==> src/rtl/cft_pkg.sv <==
// ----------------------------------------------------------------------------
// cft_pkg - shared types and constants for the constant fold tracker
// Field layouts of request and result, opcode and action codes, the table
// write and lookup records, and the record carried from fold to writeback.
// ----------------------------------------------------------------------------
package cft_pkg;

  localparam int NUM_VARS   = 256;
  localparam int ID_W       = 8;
  localparam int WORD_W     = 32;
  localparam int FIFO_DEPTH = 4;
  localparam int FIFO_AW    = $clog2(FIFO_DEPTH);
  localparam int FIFO_CW    = $clog2(FIFO_DEPTH + 1) + 1;

  typedef logic [ID_W-1:0]   id_t;
  typedef logic [WORD_W-1:0] word_t;

  // Opcodes
  localparam logic [3:0] OP_MOV   = 4'd0;
  localparam logic [3:0] OP_LSL   = 4'd1;
  localparam logic [3:0] OP_LSR   = 4'd2;
  localparam logic [3:0] OP_ASR   = 4'd3;
  localparam logic [3:0] OP_ROR   = 4'd4;
  localparam logic [3:0] OP_ADD   = 4'd5;
  localparam logic [3:0] OP_SUB   = 4'd6;
  localparam logic [3:0] OP_AND   = 4'd7;
  localparam logic [3:0] OP_BIC   = 4'd8;
  localparam logic [3:0] OP_EOR   = 4'd9;
  localparam logic [3:0] OP_ORR   = 4'd10;
  localparam logic [3:0] OP_MUL   = 4'd11;
  localparam logic [3:0] OP_OTHER = 4'd12;
  localparam logic [3:0] OP_CLEAR = 4'd13;

  // Actions
  localparam logic [1:0] ACT_KEEP = 2'd0;
  localparam logic [1:0] ACT_MOV  = 2'd1;
  localparam logic [1:0] ACT_MOVS = 2'd2;
  localparam logic [1:0] ACT_NOP  = 2'd3;

  typedef struct packed {
    logic [3:0] op;
    id_t        dest_var;
    logic       dest_present;
    id_t        dest_hi_var;
    logic       dest_hi_present;
    id_t        a_var;
    id_t        b_var;
    logic       b_is_imm;
    word_t      b_imm;
    logic       set_flags;
    logic       signed_mul;
  } cmd_t;

  typedef struct packed {
    logic       folded;
    word_t      value_lo;
    word_t      value_hi;
    logic [1:0] action;
  } res_t;

  // One table write
  typedef struct packed {
    logic  en;
    id_t   id;
    word_t data;
  } wr_t;

  // Result of a table lookup
  typedef struct packed {
    logic  known;
    word_t value;
  } look_t;

  // Table write chosen at fold time; hi selects the upper product half
  typedef struct packed {
    logic en;
    id_t  id;
    logic hi;
  } wsel_t;

  typedef struct packed {
    logic        folded;
    logic [1:0]  action;
    logic        clear;
    logic        is_mul;
    logic        is_long;
    word_t       alu_lo;
    logic [63:0] prod;
    wsel_t       first;
    wsel_t       second;
  } stage_t;

  function automatic logic id_ok(input id_t id);
    return {1'b0, id} < (ID_W+1)'(NUM_VARS);
  endfunction

endpackage

==> src/rtl/cft_out_fifo.sv <==
// ----------------------------------------------------------------------------
// cft_out_fifo - result queue
// Small register queue between writeback and the result channel; its level
// lets the front end stop taking requests before the queue can overflow.
// ----------------------------------------------------------------------------
module cft_out_fifo (
  input  logic                         clk,
  input  logic                         rst,
  input  logic                         push,
  input  cft_pkg::res_t                din,
  output logic                         valid,
  input  logic                         stall,
  output cft_pkg::res_t                dout,
  output logic [cft_pkg::FIFO_CW-1:0]  level
);

  cft_pkg::res_t                store [cft_pkg::FIFO_DEPTH];
  logic [cft_pkg::FIFO_AW-1:0]  wr_ptr;
  logic [cft_pkg::FIFO_AW-1:0]  rd_ptr;
  logic                         pop;

  assign valid = level != '0;
  assign pop   = valid && !stall;
  assign dout  = store[rd_ptr];

  always_ff @(posedge clk) begin
    if (push) begin
      store[wr_ptr] <= din;
    end
  end

  always_ff @(posedge clk) begin
    if (rst) begin
      wr_ptr <= '0;
      rd_ptr <= '0;
      level  <= '0;
    end else begin
      if (push) begin
        wr_ptr <= wr_ptr + 1'b1;
      end
      if (pop) begin
        rd_ptr <= rd_ptr + 1'b1;
      end
      case ({push, pop})
        2'b10:   level <= level + 1'b1;
        2'b01:   level <= level - 1'b1;
        default: level <= level;
      endcase
    end
  end

endmodule
==> config.mk <==
export PLATFORM = sky130hd
export DESIGN_NAME = cft_out_fifo
export DESIGN_NICKNAME = d
export VERILOG_FILES = /design/src/rtl/cft_pkg.sv /design/src/rtl/cft_out_fifo.sv
export SDC_FILE = /design/constraint.sdc
export NUM_CORES = 1
export LEC_CHECK = 0
export BUFFER_PORTS_ARGS = -buffer_cell sky130_fd_sc_hd__buf_4
export CORE_AREA = 5 5 179 129
export DETAILED_ROUTE_END_ITERATION = 6
export DIE_AREA = 0 0 184 134
export PLACE_DENSITY = 0.78
export SYNTH_ARGS = -nofsm -noshare
export SYNTH_HDL_FRONTEND = slang
export SYNTH_SLANG_ARGS = --single-unit
==> constraint.sdc <==
create_clock -name clk -period 6.7 [get_ports clk]
set_input_delay 1.005 -clock clk [delete_from_list [all_inputs] [get_ports clk]]
set_output_delay 1.005 -clock clk [all_outputs]
set_load 0.05 [all_outputs]
==> results.txt, run 1 <==
Summed over all layers, the routed wires come to 18,900 um. The slowest stage of the critical path belongs to the cell sky130_fd_sc_hd__dfxtp_4. Relative to the synthesized area, the layout overhead comes to 20.4%. 0 antenna diodes ended up in the layout. Among the stages of the critical path, the cell type that occurs most often is sky130_fd_sc_hd__buf_4. Fraction of final layout cells with drive strength greater than 1: 43.4%. Per report_power, the sequential group accounts for 42.5% of the total.

The remaining number of nets flagged by the antenna check after routing came out at 0. Post-CTS timing repair inserted 0 buffers for setup. The highest clock rate is 259 MHz, and the number of buffers inserted for hold repair after clock tree synthesis is 0.

Clock-pin slew was measured on the worst setup and hold paths at 0.06 ns. Routability-driven placement congestion ratio: 0.711. The number of DRC markers after the initial detailed-route iteration was 376.

The first global-routing pass estimated 28,500 um of wire. The synthesized area divided by synthesized cell count was 25.1 um2. The clock net sink count was 278. TritonCTS built the clock tree. The logs give 0 ns for the total negative slack and 48.1% for the initial core utilization. The headroom to the max-slew limit was 29.2%; the number of detailed-routing iterations run before antenna repair was 4. The worst setup slack for register-to-register paths was 4.23 ns.

STA puts the critical path data arrival time at 2.85 ns. In this run switching power makes up 33.1% of total power. The global-route layer with the greatest usage is met2. In this run the tool buffered the top-level ports with 142 buffer cells. Summing over every cut layer, the via total after detailed routing is 4,694.

Dividing total power by cell area gives a power density of 408 nW/um2. The worst setup path is of the register to primary output kind. Clock skew after layout: 0.0115 ns. The via count of the first global-routing pass was 5,023; the initial antenna violation count was 2. Of the total power, the clock network draws 27.2%. Counting cells, the worst reg-to-reg path comes to 9. The type of destination of the critical path is a primary output. For the core area, the log shows 21,300 um2. The tools report the number of primary I/O pins as 143. The tools report the fraction of met3 tracks used by global routing as 4.55%.

The area of the die is 24,700 um2. The startpoint identified for the worst register-to-register timing path is level[0]$_SDFFE_PP0P_. After detailed routing, the average wire length per cell comes to 21.9 um. The signal on the critical path passes through buf_4, mux4_2, buf_4. The tools report the number of nets in the finished design as 641.

Data on the critical path is required at its endpoint by 5.69 ns. The tools report the number of levels the H-tree was split into as 1. Detailed placer's ending HPWL: 11,100 um.

Entering global routing, the biggest net connects 68 pins. The number of maximum-capacitance constraint violations came out at 0. The tools report the floorplan row count as 45. When the netlist entered floorplanning its net count stood at 486. Post-synthesis instance area: 10,200 um2.

The master cell of the clock root buffer is sky130_fd_sc_hd__clkbuf_16. The logs give 0 for the total count of max-transition violations in the final report and 1,528 for the filler cell count in the final layout. The via-per-instance ratio was 5.44. For this design the total switching power over the nets is 1.66 mW. The run finished with clean final reports. In this run the worst hold path is classified as register to register. Gates resized during post-CTS repair numbered 0. The instance count along the most critical hold path was 2.

Combinational logic is responsible for 30.3% of the overall power. For the overall routing resource usage, the log shows 15.0%. For the pin with the worst max-slew slack, the measured transition is 1.06 ns.

The worst hold path begins at rd_ptr[1]$_SDFFE_PP0N_. Measured along the y axis, the die boundary spans 134 um. For the maximum vdd drop, the log shows 0.000345 V.

In this run, CTS created clock tree buffers numbering 26. Setup repair after global routing left no endpoint under its margin. The final period utilization is 57.6%. The endpoint of the worst-slack reg-to-reg timing path was level[2]$_SDFFE_PP0P_.

For the leakage dissipation, the log shows 4.14 nW. The kind of start point of the critical path was a register. Setup violations remaining at the end of the flow were counted as 0. The tools report the number of synthesis warnings as 0.

In this run, synthesis produced a sequential element count of 278. Summed over all layers, the global routing overflow is 0. In the routed design, unresolved DRC markers number 0. The longest individual stage delay on the worst path came out at 0.82 ns. For met1 alone, demand over resource in global routing was 20.6%.

The latest clock arrival within the worst-skew pair is 0.51 ns, and the design internal power is 3.36 mW. In the global route stage, met2 resource usage came out at 24.5%. After layout, the worst setup slack is 2.84 ns. The tools report the count of mapped cells out of synthesis as 408.

Largest fanout on the critical path: 36. Of the synthesized area, sequential elements account for 80.6%. The smallest clock period supported by the final layout is computed as 3.86 ns. The number of hold-slack violations in the final timing report is 0, and the chip width is 184 um. Before CTS, the worst setup slack after placement is 3.27 ns.

For the number of different library cells in the post-synthesis netlist, the log shows 26. The clock passes through at most 3 buffers.
-- area by class of cell --
| cell class | count | area [um2] | area share [%] |
|---|---|---|---|
| timing repair buffer | 143 | 1070 | 8.71 |
| clock buffer | 36 | 709 | 5.76 |
| sequential | 278 | 8260 | 67.0 |
| inverter | 4 | 15.0 | 0.122 |
| tap | 282 | 353 | 2.86 |
| multi-input combinational | 110 | 1840 | 14.9 |
| clock inverter | 10 | 80.1 | 0.650 |
-- power groups by stage --
stage / sequential [mW] / combinational [mW] / clock, mW
2_1_floorplan: 2.11 / 1.22 / 0
3_3_place_gp: 2.17 / 1.51 / 0
3_5_place_dp: 2.18 / 1.54 / 0
4_1_cts: 2.14 / 1.54 / 1.39
5_1_grt: 2.16 / 1.59 / 1.48
6_report: 2.14 / 1.52 / 1.37
-- cell usage after synthesis (all sizes together) --
library cell  count  area (um2)
xor2              3        26.3
mux2              1        11.3
dfxtp            10         200
clkbuf            1        3.75
mux2i             2        20.0
ha                7        87.6
and2              4        25.0
xnor2             3        26.3
nor2b             3        18.8
mux4             67        1510
o21ai             1        5.00
nor4              1        6.26
o32ai             1        8.76
nor3b             1        7.51
a21oi             3        15.0
buf              15         145
edfxtp          268        8050
and2b             1        7.51
or3               2        12.5
a31oi             1        6.26
nor2              9        33.8
inv               4        15.0
-- cells in the final DEF, fill, tap and decap left out, types with 3 or more instances in the layout --
cell type	n
sky130_fd_sc_hd__clkbuf_1	9
sky130_fd_sc_hd__inv_1	4
sky130_fd_sc_hd__dfxtp_1	8
sky130_fd_sc_hd__nor2b_1	3
sky130_fd_sc_hd__and2_4	4
sky130_fd_sc_hd__buf_4	143
sky130_fd_sc_hd__edfxtp_1	268
sky130_fd_sc_hd__clkbuf_16	27
sky130_fd_sc_hd__ha_1	7
sky130_fd_sc_hd__clkinv_2	5
sky130_fd_sc_hd__nor2_1	9
sky130_fd_sc_hd__a21oi_1	3
sky130_fd_sc_hd__xnor2_1	3
sky130_fd_sc_hd__xor2_1	3
sky130_fd_sc_hd__mux4_2	67
-- cells by family (layout without fill, tap and decap cells) --
family	count (synthesis)	in the layout	synth area share (%)
muxes	70	70	15.0
AOI/OAI and AO/OA	6	6	0.342
DFF	278	278	80.6
buffers and inverters	20	193	1.60
adders and majority gates	7	7	0.855
xor gates and xnor gates	6	6	0.513
and+or+nand+nor	21	21	1.09
-- per-layer routing --
layer | vias up | wire, um
met3 | 30 | 1580
met1 | 2443 | 7810
li1 | 2042 | -
met4 | 4 | 270
met5 | - | 33
met2 | 175 | 9160
-- metrics by stage --
stage	total power, mW	instances	util, %	instance area, um2	hold WS (ns)
after global placement	3.69	817	54.2	11500	0.502
final	5.03	863	57.9	12300	0.537
after detailed placement	3.72	817	54.2	11500	0.525
after floorplan	3.33	408	-	10200	0.490
after CTS	5.08	863	57.9	12300	0.544
after global routing	5.22	863	57.9	12300	0.574
-- state kept, by name (all words and copies together) (netlist names), named ones only --
register and flops:
store 268, level 4, rd_ptr 2, wr_ptr 2
-- critical path: cells and delay by family (launching register included) --
kind	cells	cell delay, ns
multiplexers	1	0.63
buffers and inverters	2	0.87
flip-flops	1	0.82
-- how the worst max path moves through the flow --
| stage | from | to |
|---|---|---|
| 2_1_floorplan | push | store[0][0]$_DFFE_PP_ |
| 3_3_place_gp | register | dout[60] |
| 3_5_place_dp | register | dout[61] |
| 4_1_cts | register | dout[61] |
| 5_1_grt | register | dout[60] |
| 6_report | register | dout[61] |
Note: power is estimated with default switching activity, not from simulation.
==> run 2: changes to the inputs <==
--- a/config.mk
+++ b/config.mk
@@ -9,7 +9,7 @@
 export CORE_AREA = 5 5 179 129
 export DETAILED_ROUTE_END_ITERATION = 6
 export DIE_AREA = 0 0 184 134
-export PLACE_DENSITY = 0.78
+export PLACE_DENSITY = 0.81
 export SYNTH_ARGS = -nofsm -noshare
 export SYNTH_HDL_FRONTEND = slang
 export SYNTH_SLANG_ARGS = --single-unit
==> constraint.sdc (replaced) <==
create_clock -name clk -period 3.3 [get_ports clk]
set_input_delay 0.495 -clock clk [delete_from_list [all_inputs] [get_ports clk]]
set_output_delay 0.495 -clock clk [all_outputs]
set_load 0.05 [all_outputs]
==> run 2 against run 1 <==
Against the previous run:
- critical path depth stayed put
- global-route usage about the same
- non-clock buffer count grew 2
- via count down 2.2%
- largest cell class unchanged
- largest power group unchanged
==> results.txt, run 2 (synthesis results as in run 1) <==
Detailed placement finished with a half-perimeter wire length of 10,800 um. The tools report the leakage dissipation as 4.17 nW. For the worst setup path, the data required time is 2.80 ns.

The global-route wire length before repair is 28,700 um, and the final critical delay including setup and external delays is 2.77 ns. STA classifies the critical path endpoint as a primary output. The flip-flop count of the largest register after layout came out at 268. The run gives 24,700 um2 as the area of the die.

For the final database, setup skew stands at 0.00588 ns. Leaving out fill and tap cells, the most frequent cell in the layout is sky130_fd_sc_hd__edfxtp_1. The largest fanout on the critical path came out at 24. The run gives 21,300 um2 as the core area. After clock tree synthesis, the clock-pin slew on the worst setup and hold paths is 0.06 ns.

The congestion estimate from routability-driven global placement came to 0.728. Global routing used 15.0% of the available tracks across all layers. Once placement completed, the tool counted placed cells totaling 819. TritonCTS created 27 clock buffers. The clock drives 278 sinks. Setup violations remaining at the end of the flow were counted as 0. The worst pin sits at a relative slew slack of 30.4%. The total count of max-transition violations in the final report came out at 0. Number of hold-slack violations in the final timing report: 0. The number of hold buffers added after CTS was 0. Height of the die: 134 um. The first detailed-routing pass ran for 4 iterations.

The total negative slack is 0 ns, and the total vias in the final route is 4,592. Setup repair after global routing left no endpoint under its margin. In the layout the commonest cells are sky130_fd_sc_hd__edfxtp_1 (268), sky130_fd_sc_hd__buf_4 (142), sky130_fd_sc_hd__mux4_2 (67), sky130_fd_sc_hd__clkbuf_16 (27), sky130_fd_sc_hd__nor2_1 (9). For this block, the initial DRC count from the detailed router was 275. Power spread over the standard cell area amounts to 830 nW/um2. The run gives 0 as the number of maximum-capacitance constraint violations. For the detailed-route wire length, the log shows 18,600 um. The largest registers in the layout are store: 268 flops, level: 4 flops.

Summed over all layers, the global routing overflow is 0. The floorplan has 45 rows. Counting flops per register, the top entry is store. 0 antenna diodes ended up in the layout. VDD sags by at most 0.000577 V. Chip width: 184 um. STA classifies the critical path startpoint as a register. In the routed design, unresolved DRC markers number 0. TritonCTS built the clock tree. The filler cell count in the final layout is 1,513, and the routed length per placed instance is 21.4 um. The transition at the pin with the smallest max-transition slack was 1.04 ns. For the final standard cell utilization of the core, the log shows 58.2%. The tree is rooted in a sky130_fd_sc_hd__clkbuf_16. After the last flow step, the layout net total stands at 644.

The number of setup buffers added after CTS is 0. The via count of the first global-routing pass came out at 4,965. The worst endpoint data arrival time was 2.28 ns; the relative area change from synthesis to final layout was 21.0%. Entering global routing, the biggest net connects 68 pins. For the initial core utilization, the log shows 48.1%. For the maximum count of clock buffers along a single path, the log shows 3.

The final standard cell count with taps included and fillers excluded was 868. The latest clock arrival within the worst-skew pair was 0.52 ns. The run finished with clean final reports. The fraction of final layout cells with drive strength greater than 1 works out to 44.0%. Of the available clock period, the critical path in the final layout requires 84.0%. The logs give 0 for the initial antenna violation count and 143 for the number of primary I/O pins. The number of levels the H-tree was split into is 1, and the highest clock rate is 361 MHz. The critical path in this run is classified as register to primary output.

The count of buffers inserted at the top-level ports came out at 142. The tools report the number of gates resized after cts as 0. The tools report the remaining number of nets flagged by the antenna check after routing as 0. Via-per-instance ratio: 5.29. The path class of the tightest hold or removal check is input pin to register.
==> run 2: changes by cell type in the layout (fill, tap and decap cells not counted), sizes merged <==
cell | previous run | this run
buf | 143 | 145
clkbuf | 36 | 32
clkinv | 9 | 13
clkinvlp | 0 | 3
==> run 2: per-layer routing <==
layer	vias to the layer above	track usage, %	wire length, um
met3	29	3.63	1140
met5	-	0	0
li1	2042	-	-
met1	2394	19.8	7610
met2	127	25.5	9450
met4	0	3.49	405
==> run 2: report_power, final <==
part	total [mW]	internal (mW)	leakage, nW	switching (mW)
Sequential	4.28	4.09	2.54	0.195
Clock	2.81	1.58	0.392	1.23
Combinational	3.20	1.20	1.23	2.00
==> run 2: area by class of cell <==
cell class / count / area, um2 / share of cell area (%)
clock buffers: 32 / 694 / 5.60
flip-flops and latches: 278 / 8260 / 66.6
well taps: 282 / 353 / 2.85
repair buffers: 145 / 1130 / 9.09
inverters: 4 / 15.0 / 0.121
multi-input cells: 110 / 1840 / 14.8
clock inverters: 17 / 111 / 0.899
==> run 2: worst max-delay path: stages (launching register included) <==
cell	delay (ns)
sky130_fd_sc_hd__dfxtp_4	0.66
sky130_fd_sc_hd__buf_12	0.29
sky130_fd_sc_hd__mux4_2	0.58
sky130_fd_sc_hd__buf_4	0.22
==> run 2: final timing paths <==
kind	from	depth (start not counted)	slack (ns)	endpoint
setup / recovery	register	3	0.53	dout[1]
hold / removal	din[62]	1	0.18	store[3][62]$_DFFE_PP_
setup reg to reg	level[0]$_SDFFE_PP0P_	6	0.81	level[3]$_SDFFE_PP0P_
hold reg to reg	rd_ptr[1]$_SDFFE_PP0N_	2	0.54	register
==> run 2: per-stage QoR <==
stage | total power, mW | area [um2] | worst slack [ns] | hold WS, ns
6_report | 10.3 | 12400 | 0.527 | 0.175
4_1_cts | 10.4 | 12400 | 0.445 | 0.151
3_3_place_gp | 7.53 | 11600 | 1.01 | 0.503
3_5_place_dp | 7.60 | 11600 | 0.818 | 0.534
5_1_grt | 10.7 | 12400 | 0.372 | 0.152
2_1_floorplan | 6.75 | 10200 | 0.753 | 0.490
==> run 3: changes to the inputs <==
--- a/config.mk
+++ b/config.mk
@@ -5,11 +5,12 @@
 export SDC_FILE = /design/constraint.sdc
 export NUM_CORES = 1
 export LEC_CHECK = 0
+export ABC_AREA = 1
 export BUFFER_PORTS_ARGS = -buffer_cell sky130_fd_sc_hd__buf_4
-export CORE_AREA = 5 5 179 129
+export CORE_AREA = 5 5 182 131
 export DETAILED_ROUTE_END_ITERATION = 6
-export DIE_AREA = 0 0 184 134
-export PLACE_DENSITY = 0.81
+export DIE_AREA = 0 0 187 136
+export PLACE_DENSITY = 0.78
 export SYNTH_ARGS = -nofsm -noshare
 export SYNTH_HDL_FRONTEND = slang
 export SYNTH_SLANG_ARGS = --single-unit
==> constraint.sdc (replaced) <==
create_clock -name clk -period 2.82 [get_ports clk]
set_input_delay 0.423 -clock clk [delete_from_list [all_inputs] [get_ports clk]]
set_output_delay 0.423 -clock clk [all_outputs]
set_load 0.05 [all_outputs]
==> run 3 against run 2 <==
Against the previous run:
- flip-flop and latch count unchanged
- total power increased by 23%
- largest power group unchanged
- die area increased by 3.1%
- non-clock buffer count increased by 10
- critical endpoint is now dout[14]
- synthesized cell count increased by 78%
==> results.txt, run 3 <==
The flow ran to the end, and the final reports show no timing, DRC or antenna violations. In the post-synthesis netlist, the biggest area contributors are sky130_fd_sc_hd__edfxtp_1 (77%), sky130_fd_sc_hd__o21ai_0 (6.6%), sky130_fd_sc_hd__nor2_1 (4.9%). Measured along the x axis, the die boundary spans 187 um.

After detailed placement, the total cell area comes to 11,800 um2. After detailed routing, the average wire length per cell comes to 18.6 um. The total count of max-transition violations in the final report is 0, and the latest clock arrival within the worst-skew pair is 0.52 ns.

The run gives 23 as the number of different library cells in the post-synthesis netlist. The die covers 25,400 um2. The run gives 1,174 as the final standard cell count with taps included and fillers excluded. The number of design rule violations left after detail routing was 0.

The tree is rooted in a sky130_fd_sc_hd__clkbuf_16. Yosys mapped a number of flops with a built-in enable equal to 268. The core area is 22,100 um2, and the count of mapped cells out of synthesis is 726. In this run the cell area of the synthesized design comes to 10,500 um2. Setup repair after global routing left no endpoint under its margin. The tools report the total negative slack as 0 ns. The tools report the number of hold-slack violations in the final timing report as 0. Number of nets in the finished design: 944. Gates resized during post-CTS repair numbered 0. The tool flagged a number of max-cap violations equal to 0. The commonest non-fill, non-tap cell in the layout was sky130_fd_sc_hd__edfxtp_1. Summing internal, switching and leakage power gives 12.6 mW.

By count the netlist is led by sky130_fd_sc_hd__edfxtp_1 (268), sky130_fd_sc_hd__o21ai_0 (138), sky130_fd_sc_hd__nor2_1 (136). The synthesized area divided by synthesized cell count was 14.5 um2. Worst endpoint data arrival time: 2.29 ns. TritonCTS built the clock tree. TritonCTS created 26 clock buffers. At the end of routability-driven placement, the weighted congestion stood at 0.707. Number of synthesis warnings: 0.

Entering global routing, the biggest net connects 135 pins. Summing the sequential cell areas from Yosys gives 78.5% of the chip area. 143 I/O pins were placed. During placement, the flow inserted port buffers numbering 142. For this run, the total global-route usage over all layers was measured as 16.6%. The run gives 278 as the clock net sink count.

The biggest area contributor in the post-synthesis netlist is sky130_fd_sc_hd__edfxtp_1. In this run the remaining antenna-violating nets after routing total 0. Register name with the most flops: store. The fraction of final layout cells with drive strength greater than 1 works out to 22.8%. The final critical delay including setup and external delays is 2.71 ns. Synthesis produced a netlist with a net count of 804. The most used flip-flop cell after synthesis is sky130_fd_sc_hd__edfxtp_1. The number of levels the H-tree was split into is 1.

The logs give 3 for the maximum count of clock buffers along a single path and 0 for the initial antenna violation count. In the final layout, the registers with the most flip-flops are store: 268 flops, level: 4 flops. After layout, the worst path uses 96.2% of the clock period. The leakage dissipation came out at 4.50 nW. The kind of start point of the critical path is a register. The detailed router finished its first iteration with 519 violations. The worst setup path is captured at a primary output.

The tools report the placed cell count as 1,126. The worst hold-check path type is input pin to register. The transition at the pin with the smallest max-transition slack came out at 0.763 ns. In the layout the commonest cells are sky130_fd_sc_hd__edfxtp_1 (268), sky130_fd_sc_hd__buf_4 (151), sky130_fd_sc_hd__o21ai_0 (138), sky130_fd_sc_hd__nor2_1 (136), sky130_fd_sc_hd__o22ai_1 (67). The leading cell type by number of instances after synthesis is sky130_fd_sc_hd__edfxtp_1. Dividing the detail-routed via count by the number of cells gives 5.33. For the count of antenna diodes in the layout, the log shows 0. For the floorplan row count, the log shows 46. After clock tree synthesis, the clock-pin slew on the worst setup and hold paths is 0.06 ns. The logs give 0 for the number of buffers inserted for hold repair after clock tree synthesis and 0.00918 ns for the clock skew after layout.

IR analysis of the VDD net gives a maximum drop of 0.000720 V. The die is 136 um tall. The first TritonRoute pass finished after 5 iterations. The critical path is of the register to primary output type. The power per unit of standard cell area was 997 nW/um2.

From synthesis to final layout, the design area changed by 20.5%. Of all nets on the critical path, the largest fanout is 134. The tools report the detailed placer's ending HPWL as 12,500 um.

The worst hold slack was 0.0976 ns. Setup violations remaining at the end of the flow were counted as 0. The total non-filler cell area in the finished layout is 12,700 um2. Measured against its own limit, the worst slew margin works out to 49.1%. Top cell type's share of synthesized area: 76.6%. For the worst setup path, the data required time is 2.40 ns.

Across all layers, the routed design uses 6,263 vias. The share of synthesized registers carrying an async set or reset is 0%, and the post-CTS setup repair buffer count is 0. The via count of the first global-routing pass was 6,150; the total global routing overflow was 0. In this run, synthesis produced a sequential element count of 278.

The initial utilization of the core area, before any placement, comes to 47.6%. For this block, the routed nets add up to 21,800 um of wire. The setup check on the worst reg-to-reg path leaves a slack of 0.88 ns. The register with the most flip-flops in the layout has 268 of them.

The tools report the highest clock rate as 369 MHz. The global-route wire length before repair was 33,600 um; the filler cell count in the final layout was 1,720.
run 3: worst max-delay path, stage by stage, from the launching register on:
cell,delay [ns]
sky130_fd_sc_hd__dfxtp_4,0.44
sky130_fd_sc_hd__inv_8,0.45
sky130_fd_sc_hd__o21ai_0,0.20
sky130_fd_sc_hd__o22ai_1,0.24
sky130_fd_sc_hd__buf_4,0.26
run 3: cell families (layout without fill, tap and decap cells):
family / Yosys count / count (layout) / synth area share, %
compound gates: 218 / 218 / 11.2
flops: 278 / 278 / 78.5
fa+ha+maj: 7 / 7 / 0.833
simple gates: 154 / 154 / 5.56
xor+xnor: 3 / 3 / 0.250
buf+inv: 66 / 226 / 3.73
run 3: path summary, 6_finish.rpt:
path / start / to / cells after the start
max: register / dout[14] / 4
min: din[1] / store[0][1]$_DFFE_PP_ / 1
max reg2reg: level[0]$_SDFFE_PP0P_ / level[2]$_SDFFE_PP0P_ / 13
min reg2reg: rd_ptr[0]$_SDFFE_PP0N_ / register / 2
run 3: through the flow:
step                util, %  worst slack (ns)
finish                 57.3             0.107
floorplan                 -             0.180
global route           57.3            0.0241
CTS                    57.3             0.167
detailed placement     53.4             0.725
global placement       53.4             0.799
run 3: area by class of cell:
| cell class | count | area, um2 | area share, % |
|---|---|---|---|
| inverters | 23 | 93.8 | 0.741 |
| flip-flops and latches | 278 | 8250 | 65.2 |
| clock inverters | 9 | 109 | 0.860 |
| multi-input cells | 382 | 1870 | 14.8 |
| clock buffers | 39 | 761 | 6.01 |
| well taps | 288 | 360 | 2.85 |
| repair buffers | 155 | 1210 | 9.58 |
run 3: power breakdown:
| group | leakage [nW] | internal [mW] | switching (mW) |
|---|---|---|---|
| clock | 0.413 | 2.05 | 1.44 |
| sequential | 2.55 | 4.75 | 0.109 |
| combinational | 1.54 | 1.15 | 3.11 |
| total | 4.50 | 7.96 | 4.66 |
run 3: routing by layer:
| layer | vias up | wire [um] | GRT usage [%] |
|---|---|---|---|
| met4 | 0 | 296 | 3.00 |
| met2 | 217 | 10200 | 27.0 |
| met5 | - | 0 | 0 |
| met3 | 22 | 1990 | 5.85 |
| met1 | 3038 | 9320 | 22.3 |
| li1 | 2986 | - | - |
